File: src/hdl/dbh_pkg.sv
package dbh_pkg;

  localparam int unsigned CountWidth = 32;
  localparam int unsigned CfgWidth   = 16;
  localparam int unsigned DurWidth   = 32;

  localparam logic [CfgWidth-1:0] DebounceReset   = 16'd20;
  localparam logic [CfgWidth-1:0] HoldRepeatReset = 16'd500;

  localparam logic CfgDebounce   = 1'b0;
  localparam logic CfgHoldRepeat = 1'b1;

  typedef enum logic [1:0] {
    EvNone     = 2'd0,
    EvPressed  = 2'd1,
    EvStill    = 2'd2,
    EvReleased = 2'd3
  } event_e;

  typedef struct packed {
    logic                  raw_level;
    logic                  acc_level;
    logic [CountWidth-1:0] since_update;
    logic                  change_pending;
    logic [CfgWidth-1:0]   hold_countdown;
    logic                  hold_active;
    logic [DurWidth-1:0]   hold_total;
  } state_t;

  typedef struct packed {
    event_e              event_res;
    logic [DurWidth-1:0] duration_ticks;
    logic                position;
  } result_t;

endpackage

File: src/hdl/dbh_step.sv
module dbh_step (
  input  dbh_pkg::state_t                state_i,
  input  logic                           raw_i,
  input  logic [dbh_pkg::CfgWidth-1:0]   debounce_i,
  input  logic [dbh_pkg::CfgWidth-1:0]   hold_repeat_i,
  output dbh_pkg::state_t                state_o,
  output dbh_pkg::result_t               result_o
);

  logic [dbh_pkg::CountWidth-1:0] su_inc;
  logic                           raw_chg;
  logic                           db_done;
  logic                           try_acc;
  logic                           accepted;
  logic [dbh_pkg::CfgWidth-1:0]   period;
  logic [dbh_pkg::CfgWidth-1:0]   cd_dec;
  logic [dbh_pkg::DurWidth:0]     total_sum;
  logic [dbh_pkg::DurWidth-1:0]   total_sat;
  logic [63:0]                    su_ext;
  logic [dbh_pkg::DurWidth-1:0]   su_sat;

  always_comb begin
    su_inc    = (&state_i.since_update) ? state_i.since_update
                                        : state_i.since_update + 1'b1;
    raw_chg   = raw_i != state_i.raw_level;
    db_done   = su_inc >= dbh_pkg::CountWidth'(debounce_i);
    try_acc   = raw_chg ? db_done : (state_i.change_pending & db_done);
    accepted  = try_acc & (raw_i != state_i.acc_level);
    period    = (hold_repeat_i == '0) ? dbh_pkg::CfgWidth'(1) : hold_repeat_i;
    cd_dec    = (state_i.hold_countdown != '0) ? state_i.hold_countdown - 1'b1
                                               : state_i.hold_countdown;
    total_sum = {1'b0, state_i.hold_total} + (dbh_pkg::DurWidth+1)'(period);
    total_sat = total_sum[dbh_pkg::DurWidth] ? '1 : total_sum[dbh_pkg::DurWidth-1:0];
    su_ext    = 64'(su_inc);
    su_sat    = (su_ext > 64'hFFFF_FFFF) ? '1 : su_ext[dbh_pkg::DurWidth-1:0];
  end

  always_comb begin
    state_o                = state_i;
    state_o.raw_level      = raw_i;
    state_o.since_update   = su_inc;
    state_o.change_pending = try_acc ? 1'b0 : (raw_chg | state_i.change_pending);
    result_o.event_res      = dbh_pkg::EvNone;
    result_o.duration_ticks = '0;

    if (accepted) begin
      state_o.acc_level    = raw_i;
      state_o.since_update = '0;
      if (raw_i) begin
        result_o.event_res     = dbh_pkg::EvPressed;
        state_o.hold_total     = '0;
        state_o.hold_active    = 1'b1;
        state_o.hold_countdown = period;
      end else begin
        result_o.event_res      = dbh_pkg::EvReleased;
        result_o.duration_ticks = su_sat;
        state_o.hold_active     = 1'b0;
        state_o.hold_countdown  = '0;
      end
    end else if (state_i.hold_active) begin
      state_o.hold_countdown = cd_dec;
      if (cd_dec == '0) begin
        if (raw_i) begin
          state_o.hold_total      = total_sat;
          result_o.event_res      = dbh_pkg::EvStill;
          result_o.duration_ticks = total_sat;
          state_o.hold_countdown  = period;
        end else begin
          state_o.hold_active = 1'b0;
        end
      end
    end

    result_o.position = state_o.acc_level;
  end

endmodule

File: src/hdl/button_debounce_hold_events_core.sv
// An accepted input beat reaches its output beat through the input register,
// then the tick logic into the result register.
// Throughput: one beat per cycle while m_axis_tready does not stall the output.
// Reset (rst_ni low, asynchronous): debounce state, hold timer and valid
// flags clear; debounce_ticks returns to 20 and hold_repeat_ticks to 500.
module button_debounce_hold_events_core (
  input  logic        clk_i,
  input  logic        rst_ni,
  input  logic        s_axis_tvalid,
  output logic        s_axis_tready,
  input  logic [7:0]  s_axis_tdata,   // [0] raw_pressed
  output logic        m_axis_tvalid,
  input  logic        m_axis_tready,
  output logic [39:0] m_axis_tdata,   // [31:0] duration_ticks, [32] position
  output logic [1:0]  m_axis_tuser,   // [1:0] event_res
  input  logic        cfg_we_i,
  input  logic        cfg_idx_i,
  input  logic [15:0] cfg_wdata_i
);

  logic [dbh_pkg::CfgWidth-1:0] debounce_q;
  logic [dbh_pkg::CfgWidth-1:0] hold_repeat_q;
  logic                         in_valid_q;
  logic                         raw_q;
  logic                         out_valid_q;
  logic                         out_ready;
  logic                         fire;
  dbh_pkg::state_t              state_q, state_d;
  dbh_pkg::result_t             res_q, res_d;

  assign out_ready     = ~out_valid_q | m_axis_tready;
  assign s_axis_tready = ~in_valid_q | out_ready;
  assign fire          = in_valid_q & out_ready;

  always_ff @(posedge clk_i or negedge rst_ni) begin
    if (!rst_ni) begin
      debounce_q    <= dbh_pkg::DebounceReset;
      hold_repeat_q <= dbh_pkg::HoldRepeatReset;
    end else if (cfg_we_i) begin
      case (cfg_idx_i)
        dbh_pkg::CfgDebounce:   debounce_q    <= cfg_wdata_i;
        dbh_pkg::CfgHoldRepeat: hold_repeat_q <= cfg_wdata_i;
        default: ;
      endcase
    end
  end

  // input register
  always_ff @(posedge clk_i or negedge rst_ni) begin
    if (!rst_ni) begin
      in_valid_q <= 1'b0;
    end else if (s_axis_tready) begin
      in_valid_q <= s_axis_tvalid;
    end
  end

  always_ff @(posedge clk_i) begin
    if (s_axis_tready && s_axis_tvalid) begin
      raw_q <= s_axis_tdata[0];
    end
  end

  dbh_step u_step (
    .state_i       (state_q),
    .raw_i         (raw_q),
    .debounce_i    (debounce_q),
    .hold_repeat_i (hold_repeat_q),
    .state_o       (state_d),
    .result_o      (res_d)
  );

  always_ff @(posedge clk_i or negedge rst_ni) begin
    if (!rst_ni) begin
      state_q     <= '0;
      out_valid_q <= 1'b0;
    end else begin
      if (fire) begin
        state_q <= state_d;
      end
      if (out_ready) begin
        out_valid_q <= in_valid_q;
      end
    end
  end

  always_ff @(posedge clk_i) begin
    if (fire) begin
      res_q <= res_d;
    end
  end

  assign m_axis_tvalid = out_valid_q;
  assign m_axis_tdata  = {7'b0, res_q.position, res_q.duration_ticks};
  assign m_axis_tuser  = res_q.event_res;

  a_hold_needs_press: assert property (@(posedge clk_i) disable iff (!rst_ni)
    state_q.hold_active |-> state_q.acc_level)
    else $error("hold timer running while released");

  a_idle_countdown: assert property (@(posedge clk_i) disable iff (!rst_ni)
    !state_q.hold_active |-> (state_q.hold_countdown == '0))
    else $error("hold countdown left over after stop");

  a_still_pressed: assert property (@(posedge clk_i) disable iff (!rst_ni)
    (out_valid_q && (res_q.event_res == dbh_pkg::EvStill ||
                     res_q.event_res == dbh_pkg::EvPressed))
      |-> res_q.position)
    else $error("press event with released position");

  a_release_pos: assert property (@(posedge clk_i) disable iff (!rst_ni)
    (fire && res_d.event_res == dbh_pkg::EvReleased) |=> !state_q.hold_active)
    else $error("hold timer survived release");

endmodule

File: config.mk
export PLATFORM = sky130hd
export DESIGN_NAME = button_debounce_hold_events_core
export DESIGN_NICKNAME = d
export VERILOG_FILES = /design/src/hdl/dbh_pkg.sv /design/src/hdl/dbh_step.sv /design/src/hdl/button_debounce_hold_events_core.sv
export SDC_FILE = /design/constraint.sdc
export NUM_CORES = 1
export LEC_CHECK = 0
export BUFFER_PORTS_ARGS = -buffer_cell sky130_fd_sc_hd__buf_2
export CORE_MARGIN = 5
export CORE_UTILIZATION = 46
export DETAILED_ROUTE_END_ITERATION = 8
export GPL_TIMING_DRIVEN = 0
export MAX_ROUTING_LAYER = met4
export PLACE_DENSITY = 0.61
export SKIP_CTS_REPAIR_TIMING = 1
export SYNTH_ARGS = -nofsm -noshare
export SYNTH_HDL_FRONTEND = slang
export SYNTH_SLANG_ARGS = --single-unit
File: constraint.sdc
create_clock -name clk_i -period 5.5 [get_ports clk_i]
set_input_delay 1.375 -clock clk_i [delete_from_list [all_inputs] [get_ports clk_i]]
set_output_delay 1.375 -clock clk_i [all_outputs]
set_load 0.005 [all_outputs]
==> flow_summary.toml, run 1 <==
[placed_design]
dp.cells = 1361
gp_congestion = 0.900
dp_hpwl_microns = 20500
post-place-ws_ns = -0.354
port_buffers = 59

[routing]
route.vias.total = 8171
firstDrtPassIters = 5
ant_nets = 0
avgRoutedWirePerCell_microns = 19.8
post-route-drc-count = 0
drt_iter0_markers = 697
via_per_inst = 5.86
wl_microns = 27500

[synth]
synth_area_per_cell_sq_um = 9.18
yosys_warnings = 0
synth_seq_cells = 154
synth_cell_types = 84
ys.flop_type = "dfrtp_1"
ys_seq_area_share_pct = 43.0
synth_edf_count = 36
synth.cell_area_sq_um = 9400
synth_cells = 1024
postSynth.asyncResetShare_pct = 76.6

[worst_setup_path]
cp_cell_sequence = "ha_2 > nand4_1 > nor4_4 > nand3_2 > nand4_1 > nor2_1 > nand4_1 > xor2_1 > inv_1 > ha_1 > nand3_1 > o211ai_1 > a21oi_1 > o31ai_2 > a2111oi_4 > o211ai_4 > o21ai_4 > nand3_4 > clkbuf_4 > o21ai_0"
critical_path_class = "flop to flop"
crit_top_cell = "nand4_1"
cp.arrival_ns = 5.45
end_kind = "flop"
cp.required_ns = 5.70
cpMaxStageDelayCell = "a2111oi_4"
critPathTopFamily = "compound AO/OA/AOI/OAI gates"
start_kind = "flop"
critPathBufInv = 2
slowest_delay_ns = 0.49
critPathMaxFanout = 10

[sta]
relSlewSlack_pct = 21.8
fin_ws_ns = 0.249
hold_violations = 0
whs_ns = 0.486
period_needed_ns = 5.25
slew_violations = 0
max_slew.worst_pin.slew_ns = 1.14
finalCritPeriodShare_pct = 95.5
fin_tns_setup_ns = 0
skew_ns = 0.00980
fmax_ghz = 0.190
setup_violations = 0

[final_layout]
fin_cells = 1394
antenna_cells = 0
layout_commonest_cell = "nand2_1"
area_growth_pct = 14.8
fillers = 1947
final_cell_mix = "nand2_1 (126), dfrtp_1 (109), buf_2 (73)"
nNetsFinal = 1176
drive_above_1_share_pct = 16.3

[cts]
cts_buffers = 17
cts_max_path_buffers = 2
cts_tree = "built"
clkSinkCount = 154
cts_root_buffer = "clkbuf_16"
clk_latency_ns = 0.43
clkTransAtPathRegs_ns = 0.06
htree_levels = 4

[power_and_ir_drop]
p_per_area_nw_per_um2 = 303
leakage_nw = 4.61
ir_worst_vdd_mv = 0.221
power.total_mw = 3.27

[die]
dieArea_sq_um = 23400
ios = 74
std_cell_rows = 52
die_x_microns = 153
fp.coreArea_sq_um = 20200
dieHeight_microns = 153
start_util_pct = 46.6

[global_route]
antenna_found_initial = 0
gr-total-overflow = 0
grt_max_degree = 72
grt_use_total_pct = 24.2
grt_pass1_wl_microns = 43600
grt_pass1_vias = 7789

[hold_path]
hold_class = "flop to flop"

[status]
outcome = "finished clean"

[job]
cap_violations = 0
==> power by group <==
group | total (mW) | leakage, nW | internal (mW) | switching [mW]
Clock | 1.17 | 0.269 | 0.679 | 0.490
Combinational | 0.674 | 2.45 | 0.274 | 0.400
Sequential | 1.42 | 1.89 | 1.30 | 0.128
==> logic make-up after synthesis <==
kind of cell	count (synthesis)	share of synthesized area, %
flops	154	43.0
xor+xnor	50	4.66
mux	25	2.91
fa+ha+maj	35	4.74
other cells	1	0.0399
compound gates	283	20.3
simple gates	356	19.0
buf+inv	120	5.34
==> worst reg2reg max path: stages (launching register included) <==
cell and delay [ns]:
dfrtp_2 0.44, ha_2 0.26, nand4_1 0.19, nor4_4 0.43, nand3_2 0.24, nand4_1 0.23, nor2_1 0.10, nand4_1 0.11
xor2_1 0.30, inv_1 0.08, ha_1 0.29, nand3_1 0.13, o211ai_1 0.11, a21oi_1 0.19, o31ai_2 0.15, a2111oi_4 0.50
o211ai_4 0.21, o21ai_4 0.27, nand3_4 0.16, clkbuf_4 0.27, o21ai_0 0.37
==> routing by layer <==
metal / vias to the layer above / GRT usage [%] / routed length [microns]
li1: 3892 / - / -
met1: 3967 / 33.3 / 12600
met2: 269 / 36.9 / 12600
met3: 43 / 3.79 / 1550
met4: 0 / 8.32 / 758
met5: - / - / 0
==> state kept, by name, summed over array words and instances, names as in the netlist <==
name           flops
m_axis_tuser       2
in_valid_q         1
state_q           84
debounce_q        16
m_axis_tdata      33
hold_repeat_q     16
raw_q              1
m_axis_tvalid      1
==> path summary, 6_finish.rpt <==
kind,start,to,slack [ns],depth (start not counted)
max,state_q[50]$_DFFE_PN0P_,m_axis_tdata[8]$_DFFE_PP_,0.25,20
min,in_valid_q$_DFFE_PN0N_,m_axis_tvalid$_DFFE_PN0P_,0.49,1
max reg2reg,state_q[50]$_DFFE_PN0P_,m_axis_tdata[8]$_DFFE_PP_,0.25,20
min reg2reg,in_valid_q$_DFFE_PN0N_,m_axis_tvalid$_DFFE_PN0P_,0.49,1
max in group asynchronous,rst_ni,hold_repeat_q[8]$_DFFE_PN1P_,3.85,2
min in group asynchronous,rst_ni,state_q[76]$_DFFE_PN0P_,0.88,1
==> final cells by class <==
type | count | area, sq um | area share (%)
multi-input combinational | 756 | 4960 | 46.0
inverter | 46 | 173 | 1.60
timing repair buffer | 64 | 372 | 3.44
buffer | 72 | 334 | 3.09
clock buffer | 21 | 450 | 4.17
sequential | 154 | 4050 | 37.5
clock inverter | 11 | 121 | 1.12
tap | 270 | 338 | 3.13
==> Yosys cell counts, types with 13 or more instances <==
| cell type | instances | share of area [%] |
|---|---|---|
| nor2_1 | 68 | 2.7 |
| o22ai_1 | 28 | 1.9 |
| o21ai_0 | 73 | 3.9 |
| nand3_1 | 40 | 2.1 |
| xnor2_1 | 27 | 2.5 |
| nand4_1 | 16 | 1.1 |
| nand2_1 | 126 | 5.0 |
| nor4_1 | 13 | 0.86 |
| edfxtp_1 | 36 | 11 |
| mux2_2 | 19 | 2.3 |
| buf_2 | 17 | 0.90 |
| xor2_1 | 23 | 2.1 |
| clkbuf_1 | 48 | 1.9 |
| a21oi_1 | 46 | 2.4 |
| nand2b_1 | 13 | 0.86 |
| dfrtp_1 | 110 | 29 |
| inv_1 | 43 | 1.7 |
| nor3_1 | 16 | 0.85 |
| o31ai_1 | 38 | 3.0 |
| ha_1 | 34 | 4.5 |
==> stage by stage <==
step                      util (%)  area, sq um
after floorplan                  -         9430
after global placement        49.9        10100
after detailed placement      50.1        10100
after CTS                     53.0        10700
after global routing          53.5        10800
final                         53.5        10800
Power figures use the tool's default switching activity.
==> run 2: changes to the inputs <==
--- a/config.mk
+++ b/config.mk
@@ -8,6 +8,7 @@
 export BUFFER_PORTS_ARGS = -buffer_cell sky130_fd_sc_hd__buf_2
 export CORE_MARGIN = 5
 export CORE_UTILIZATION = 46
+export CTS_BUF_LIST = sky130_fd_sc_hd__clkbuf_16
 export DETAILED_ROUTE_END_ITERATION = 8
 export GPL_TIMING_DRIVEN = 0
 export MAX_ROUTING_LAYER = met4
==> flow_summary.toml, run 2 (same netlist as run 1, synthesis figures left out) <==
[cts]
cts_root_buffer = "clkbuf_16"
clk_latency_ns = 0.43
cts_buffers = 17
cts_tree = "built"
htree_levels = 4
clkSinkCount = 154
cts_max_path_buffers = 2
clkTransAtPathRegs_ns = 0.06

[worst_setup_path]
cp_cell_sequence = "ha_2 > nand4_1 > nor4_4 > nand3_2 > nand4_1 > nor2_1 > nand4_1 > xor2_1 > inv_1 > ha_1 > nand3_1 > o211ai_1 > a21oi_1 > o31ai_2 > a2111oi_4 > o211ai_4 > o21ai_4 > nand3_4 > clkbuf_4 > o21ai_0"
critPathMaxFanout = 10
cp.arrival_ns = 5.46
critical_path_class = "flop to flop"
slowest_delay_ns = 0.49
start_kind = "flop"
r2r_cells = 20
r2r-start = "state_q[50]$_DFFE_PN0P_"
end_kind = "flop"
r2r_setup_slack_ns = 0.23
crit_top_cell = "nand4_1"
r2r-end = "m_axis_tdata[8]$_DFFE_PP_"
cp.required_ns = 5.70
cpMaxStageDelayCell = "a2111oi_4"

[power_and_ir_drop]
power.total_mw = 3.25
seqPwrFrac_pct = 43.8
power_frac_comb_pct = 20.7
ir_worst_vdd_mv = 0.222
p_per_area_nw_per_um2 = 301
leakage_nw = 4.62
intPower_mw = 2.23
swShare_pct = 31.4
switching_power_mw = 1.02
clock_power_share_pct = 35.5

[global_route]
gr-total-overflow = 0
gr-usage-met3_pct = 3.79
grt_pass1_vias = 7789
antenna_found_initial = 0
grt_pass1_wl_microns = 43600
grt.met1_usage_pct = 33.3
use_met2_pct = 36.9
grt_use_total_pct = 24.2
grt_busiest_layer = "met2"
grt_max_degree = 72

[sta]
max_slew.worst_pin.slew_ns = 1.14
period_needed_ns = 5.27
skew_ns = 0.00969
finalCritPeriodShare_pct = 95.8
setup_violations = 0
slew_violations = 0
relSlewSlack_pct = 21.7
whs_ns = 0.486
hold_violations = 0
fmax_ghz = 0.190

[hold_path]
min_from = "in_valid_q$_DFFE_PN0N_"
min_path_cells = 1
hold_class = "flop to flop"
holdPathEnd = "m_axis_tvalid$_DFFE_PN0P_"

[final_layout]
layout_commonest_cell = "nand2_1"
antenna_cells = 0
largest_register_ffs = 84
final_cell_mix = "nand2_1 (126), dfrtp_1 (109), buf_2 (73)"
drive_above_1_share_pct = 16.2
nNetsFinal = 1176
regMostFlops = "state_q"
area_growth_pct = 14.7

[routing]
firstDrtPassIters = 7
via_per_inst = 5.89
ant_nets = 0
avgRoutedWirePerCell_microns = 19.8
wl_microns = 27500
route.vias.total = 8213
post-route-drc-count = 0
drt_iter0_markers = 698

[die]
die_x_microns = 153
ios = 74
fp.coreArea_sq_um = 20200
start_util_pct = 46.6
dieArea_sq_um = 23400
std_cell_rows = 52
dieHeight_microns = 153

[job]
cap_violations = 0

[placed_design]
port_buffers = 59
dp_hpwl_microns = 20500
gp_congestion = 0.900

[status]
outcome = "finished clean"
[run 2: cell count changes in the layout (fill, tap and decap cells not counted), sizes merged]
cell and delta:
clkbuf -4, clkinv +1, inv +3
[run 2: per-stage QoR]
step	utilization, %	cell area (sq um)	std cells	setup slack [ns]	setup TNS [ns]
after floorplan	-	9430	1030	1.19	0
after global placement	49.9	10100	1359	-0.280	-4.72
after detailed placement	50.1	10100	1361	-0.354	-6.28
after CTS	52.9	10700	1393	-0.384	-8.50
after global routing	53.5	10800	1394	-0.0215	-0.0618
final	53.5	10800	1394	0.233	0
[run 2: final cells by class]
cell class              count  area, sq um
repair buffers             64          372
flip-flops and latches    154         4050
clock buffers              17          425
clock inverters            15          136
fillers                  1948         9380
multi-input cells         756         4960
well taps                 270          338
inverters                  46          173
plain buffers              72          334
[run 2: worst max-delay path by stage]
stage / to / slack, ns / start / cells after the start
finish: m_axis_tdata[8]$_DFFE_PP_ / 0.23 / state_q[50]$_DFFE_PN0P_ / 20
global route: m_axis_tdata[14]$_DFFE_PP_ / -0.02 / state_q[50]$_DFFE_PN0P_ / 21
CTS: m_axis_tdata[11]$_DFFE_PP_ / -0.38 / state_q[50]$_DFFE_PN0P_ / 18
detailed placement: m_axis_tdata[11]$_DFFE_PP_ / -0.35 / state_q[50]$_DFFE_PN0P_ / 18
global placement: m_axis_tdata[11]$_DFFE_PP_ / -0.28 / state_q[50]$_DFFE_PN0P_ / 18
floorplan: m_axis_tdata[27]$_DFFE_PP_ / 1.19 / state_q[50]$_DFFE_PN0P_ / 18
[run 2: per-layer routing]
layer | up-vias | wire, microns
met4 | 0 | 759
met3 | 43 | 1760
li1 | 3886 | -
met2 | 305 | 12600
met5 | - | 0
met1 | 3979 | 12400
[run 2: critical path, delay by kind of cell (launching register included)]
kind            cells  cell delay (ns)
fa+ha+maj           2             0.56
xor+xnor            1             0.31
buf+inv             2             0.35
flops               1             0.44
simple gates        8             1.58
compound gates      7             1.79
[run 2: power by group through the flow]
stage | Combinational (mW) | Clock, mW | Sequential [mW]
2_1_floorplan | 0.479 | 0 | 1.40
3_3_place_gp | 0.648 | 0 | 1.44
3_5_place_dp | 0.663 | 0 | 1.44
4_1_cts | 0.668 | 1.16 | 1.42
5_1_grt | 0.757 | 1.21 | 1.44
6_report | 0.674 | 1.15 | 1.42
==> run 3: changes to the inputs <==
--- a/config.mk
+++ b/config.mk
@@ -12,7 +12,7 @@
 export DETAILED_ROUTE_END_ITERATION = 8
 export GPL_TIMING_DRIVEN = 0
 export MAX_ROUTING_LAYER = met4
-export PLACE_DENSITY = 0.61
+export PLACE_DENSITY = 0.63
 export SKIP_CTS_REPAIR_TIMING = 1
 export SYNTH_ARGS = -nofsm -noshare
 export SYNTH_HDL_FRONTEND = slang
==> constraint.sdc (replaced) <==
create_clock -name clk_i -period 4.7 [get_ports clk_i]
set_input_delay 1.175 -clock clk_i [delete_from_list [all_inputs] [get_ports clk_i]]
set_output_delay 1.175 -clock clk_i [all_outputs]
set_load 0.005 [all_outputs]
==> flow_summary.toml, run 3 (same netlist as run 1, synthesis figures left out) <==
[sta]
finalCritPeriodShare_pct = 100
relSlewSlack_pct = 12.9
hold_violations = 0
rsz0062_at_grt = "yes"
slew_violations = 0
max_slew.worst_pin.slew_ns = 1.27
period_needed_ns = 4.72
fmax_ghz = 0.212
fin_ws_ns = -0.0207
skew_ns = 0.0104
setup_violations = 1

[hold_path]
hold_class = "flop to flop"

[power_and_ir_drop]
p_per_area_nw_per_um2 = 350
leakage_nw = 4.79
ir_worst_vdd_mv = 0.239

[cts]
clk_latency_ns = 0.43
cts_tree = "built"
cts_root_buffer = "clkbuf_16"
cts_buffers = 17
cts_max_path_buffers = 2
clkTransAtPathRegs_ns = 0.07
htree_levels = 4
clkSinkCount = 154

[routing]
ant_nets = 0
post-route-drc-count = 0
route.vias.total = 8380
avgRoutedWirePerCell_microns = 19.9
via_per_inst = 5.91
firstDrtPassIters = 5
drt_iter0_markers = 702
wl_microns = 28200

[worst_setup_path]
end_kind = "flop"
cp.arrival_ns = 5.04
r2r-end = "state_q[61]$_DFFE_PN0P_"
r2r_setup_slack_ns = -0.02
critPathLaunch = "state_q[51]$_DFFE_PN0P_"
start_kind = "flop"
critPathCapture = "state_q[61]$_DFFE_PN0P_"
r2r_cells = 24
critPathMaxFanout = 10
critical_path_class = "flop to flop"
cp.required_ns = 5.02
r2r-start = "state_q[51]$_DFFE_PN0P_"

[final_layout]
drive_above_1_share_pct = 22.6
nNetsFinal = 1199
regMostFlops = "state_q"
fin_cells = 1417
fillers = 1817
final_cell_mix = "nand2_1 (124), dfrtp_1 (104), o21ai_0 (69)"
layout_commonest_cell = "nand2_1"
largest_register_ffs = 84
area_growth_pct = 20.7
postLayoutCellArea_sq_um = 11400
fin_util_pct = 56.3
regArea_sq_um = 4050
antenna_cells = 0
multiInputGateArea_sq_um = 5270

[job]
cap_violations = 0

[die]
dieArea_sq_um = 23400
dieHeight_microns = 153
die_x_microns = 153
start_util_pct = 46.6
std_cell_rows = 52
ios = 74
fp.coreArea_sq_um = 20200

[global_route]
antenna_found_initial = 0
grt_max_degree = 81
gr-total-overflow = 0
grt_pass1_vias = 8034
grt_use_total_pct = 24.4
grt_pass1_wl_microns = 44200

[placed_design]
gp_congestion = 0.898
place_area_sq_um = 10100
dp_hpwl_microns = 20400
port_buffers = 59
dp.cells = 1361
post-place-ws_ns = -1.05

[status]
violations = "setup timing"
outcome = "finished, violations left"
==> run 3: changes by cell type in the layout (fill, tap and decap cells not counted), sizes merged <==
cell	before	now
clkinvlp	3	1
buf	88	112
clkbuf	65	64
bufinv	2	1
clkinv	8	6
inv	48	53
==> run 3: how the worst min path moves through the flow <==
stage	startpoint	endpoint	slack, ns	cells past startpoint
6_report	state_q[11]$_DFFE_PN0P_	state_q[11]$_DFFE_PN0P_	0.49	2
2_1_floorplan	state_q[0]$_DFFE_PN0P_	state_q[0]$_DFFE_PN0P_	0.46	2
4_1_cts	state_q[8]$_DFFE_PN0P_	state_q[8]$_DFFE_PN0P_	0.49	2
3_3_place_gp	in_valid_q$_DFFE_PN0N_	m_axis_tvalid$_DFFE_PN0P_	0.47	1
3_5_place_dp	state_q[2]$_DFFE_PN0P_	state_q[2]$_DFFE_PN0P_	0.48	2
5_1_grt	state_q[9]$_DFFE_PN0P_	state_q[9]$_DFFE_PN0P_	0.52	2
==> run 3: metrics by stage <==
stage / power [mW] / TNS (ns) / hold WS, ns
after global routing: 4.17 / -14.24 / 0.519
after CTS: 3.85 / -99.45 / 0.491
after detailed placement: 2.47 / -90.00 / 0.477
final: 3.97 / -0.0207 / 0.489
after global placement: 2.45 / -81.70 / 0.465
after floorplan: 2.20 / 0 / 0.455
==> run 3: report_power, final <==
part,total (mW),switching [mW],internal [mW]
clock network,1.38,0.627,0.751
logic,0.926,0.527,0.399
registers,1.67,0.151,1.52
total,3.97,1.30,2.67
==> run 3: metal layers <==
layer  GRT usage [%]  vias up  part of all wire (%)
met3            4.21       70                   5.9
li1                -     3936                     -
met5               -        -                     0
met2            36.2      305                    46
met4            10.6        0                   3.3
met1            33.1     4069                    45
==> run 3: final cells by class <==
cell class | count | share of cell area, %
plain buffers | 70 | 3.31
clock buffers | 17 | 3.75
clock inverters | 15 | 1.37
inverters | 46 | 1.52
multi-input cells | 756 | 46.4
flip-flops and latches | 154 | 35.7
well taps | 270 | 2.98
repair buffers | 89 | 5.03
==> run 3: worst max-delay path, cell delays in order, from the launching register on <==
cell       delay [ns]
dfrtp_2          0.41
ha_4             0.15
nand4_1          0.18
nor4_4           0.44
nand3_4          0.15
nand4_1          0.25
buf_4            0.17
nor2_2           0.04
xnor2_2          0.20
inv_1            0.10
ha_4             0.22
nand3_2          0.06
o211ai_1         0.09
a21oi_2          0.19
o31ai_4          0.13
a2111oi_4        0.35
buf_4            0.19
o211ai_4         0.14
o21ai_4          0.32
inv_2            0.09
buf_4            0.20
buf_6            0.17
a21oi_1          0.11
o21ai_0          0.11
o31ai_1          0.14
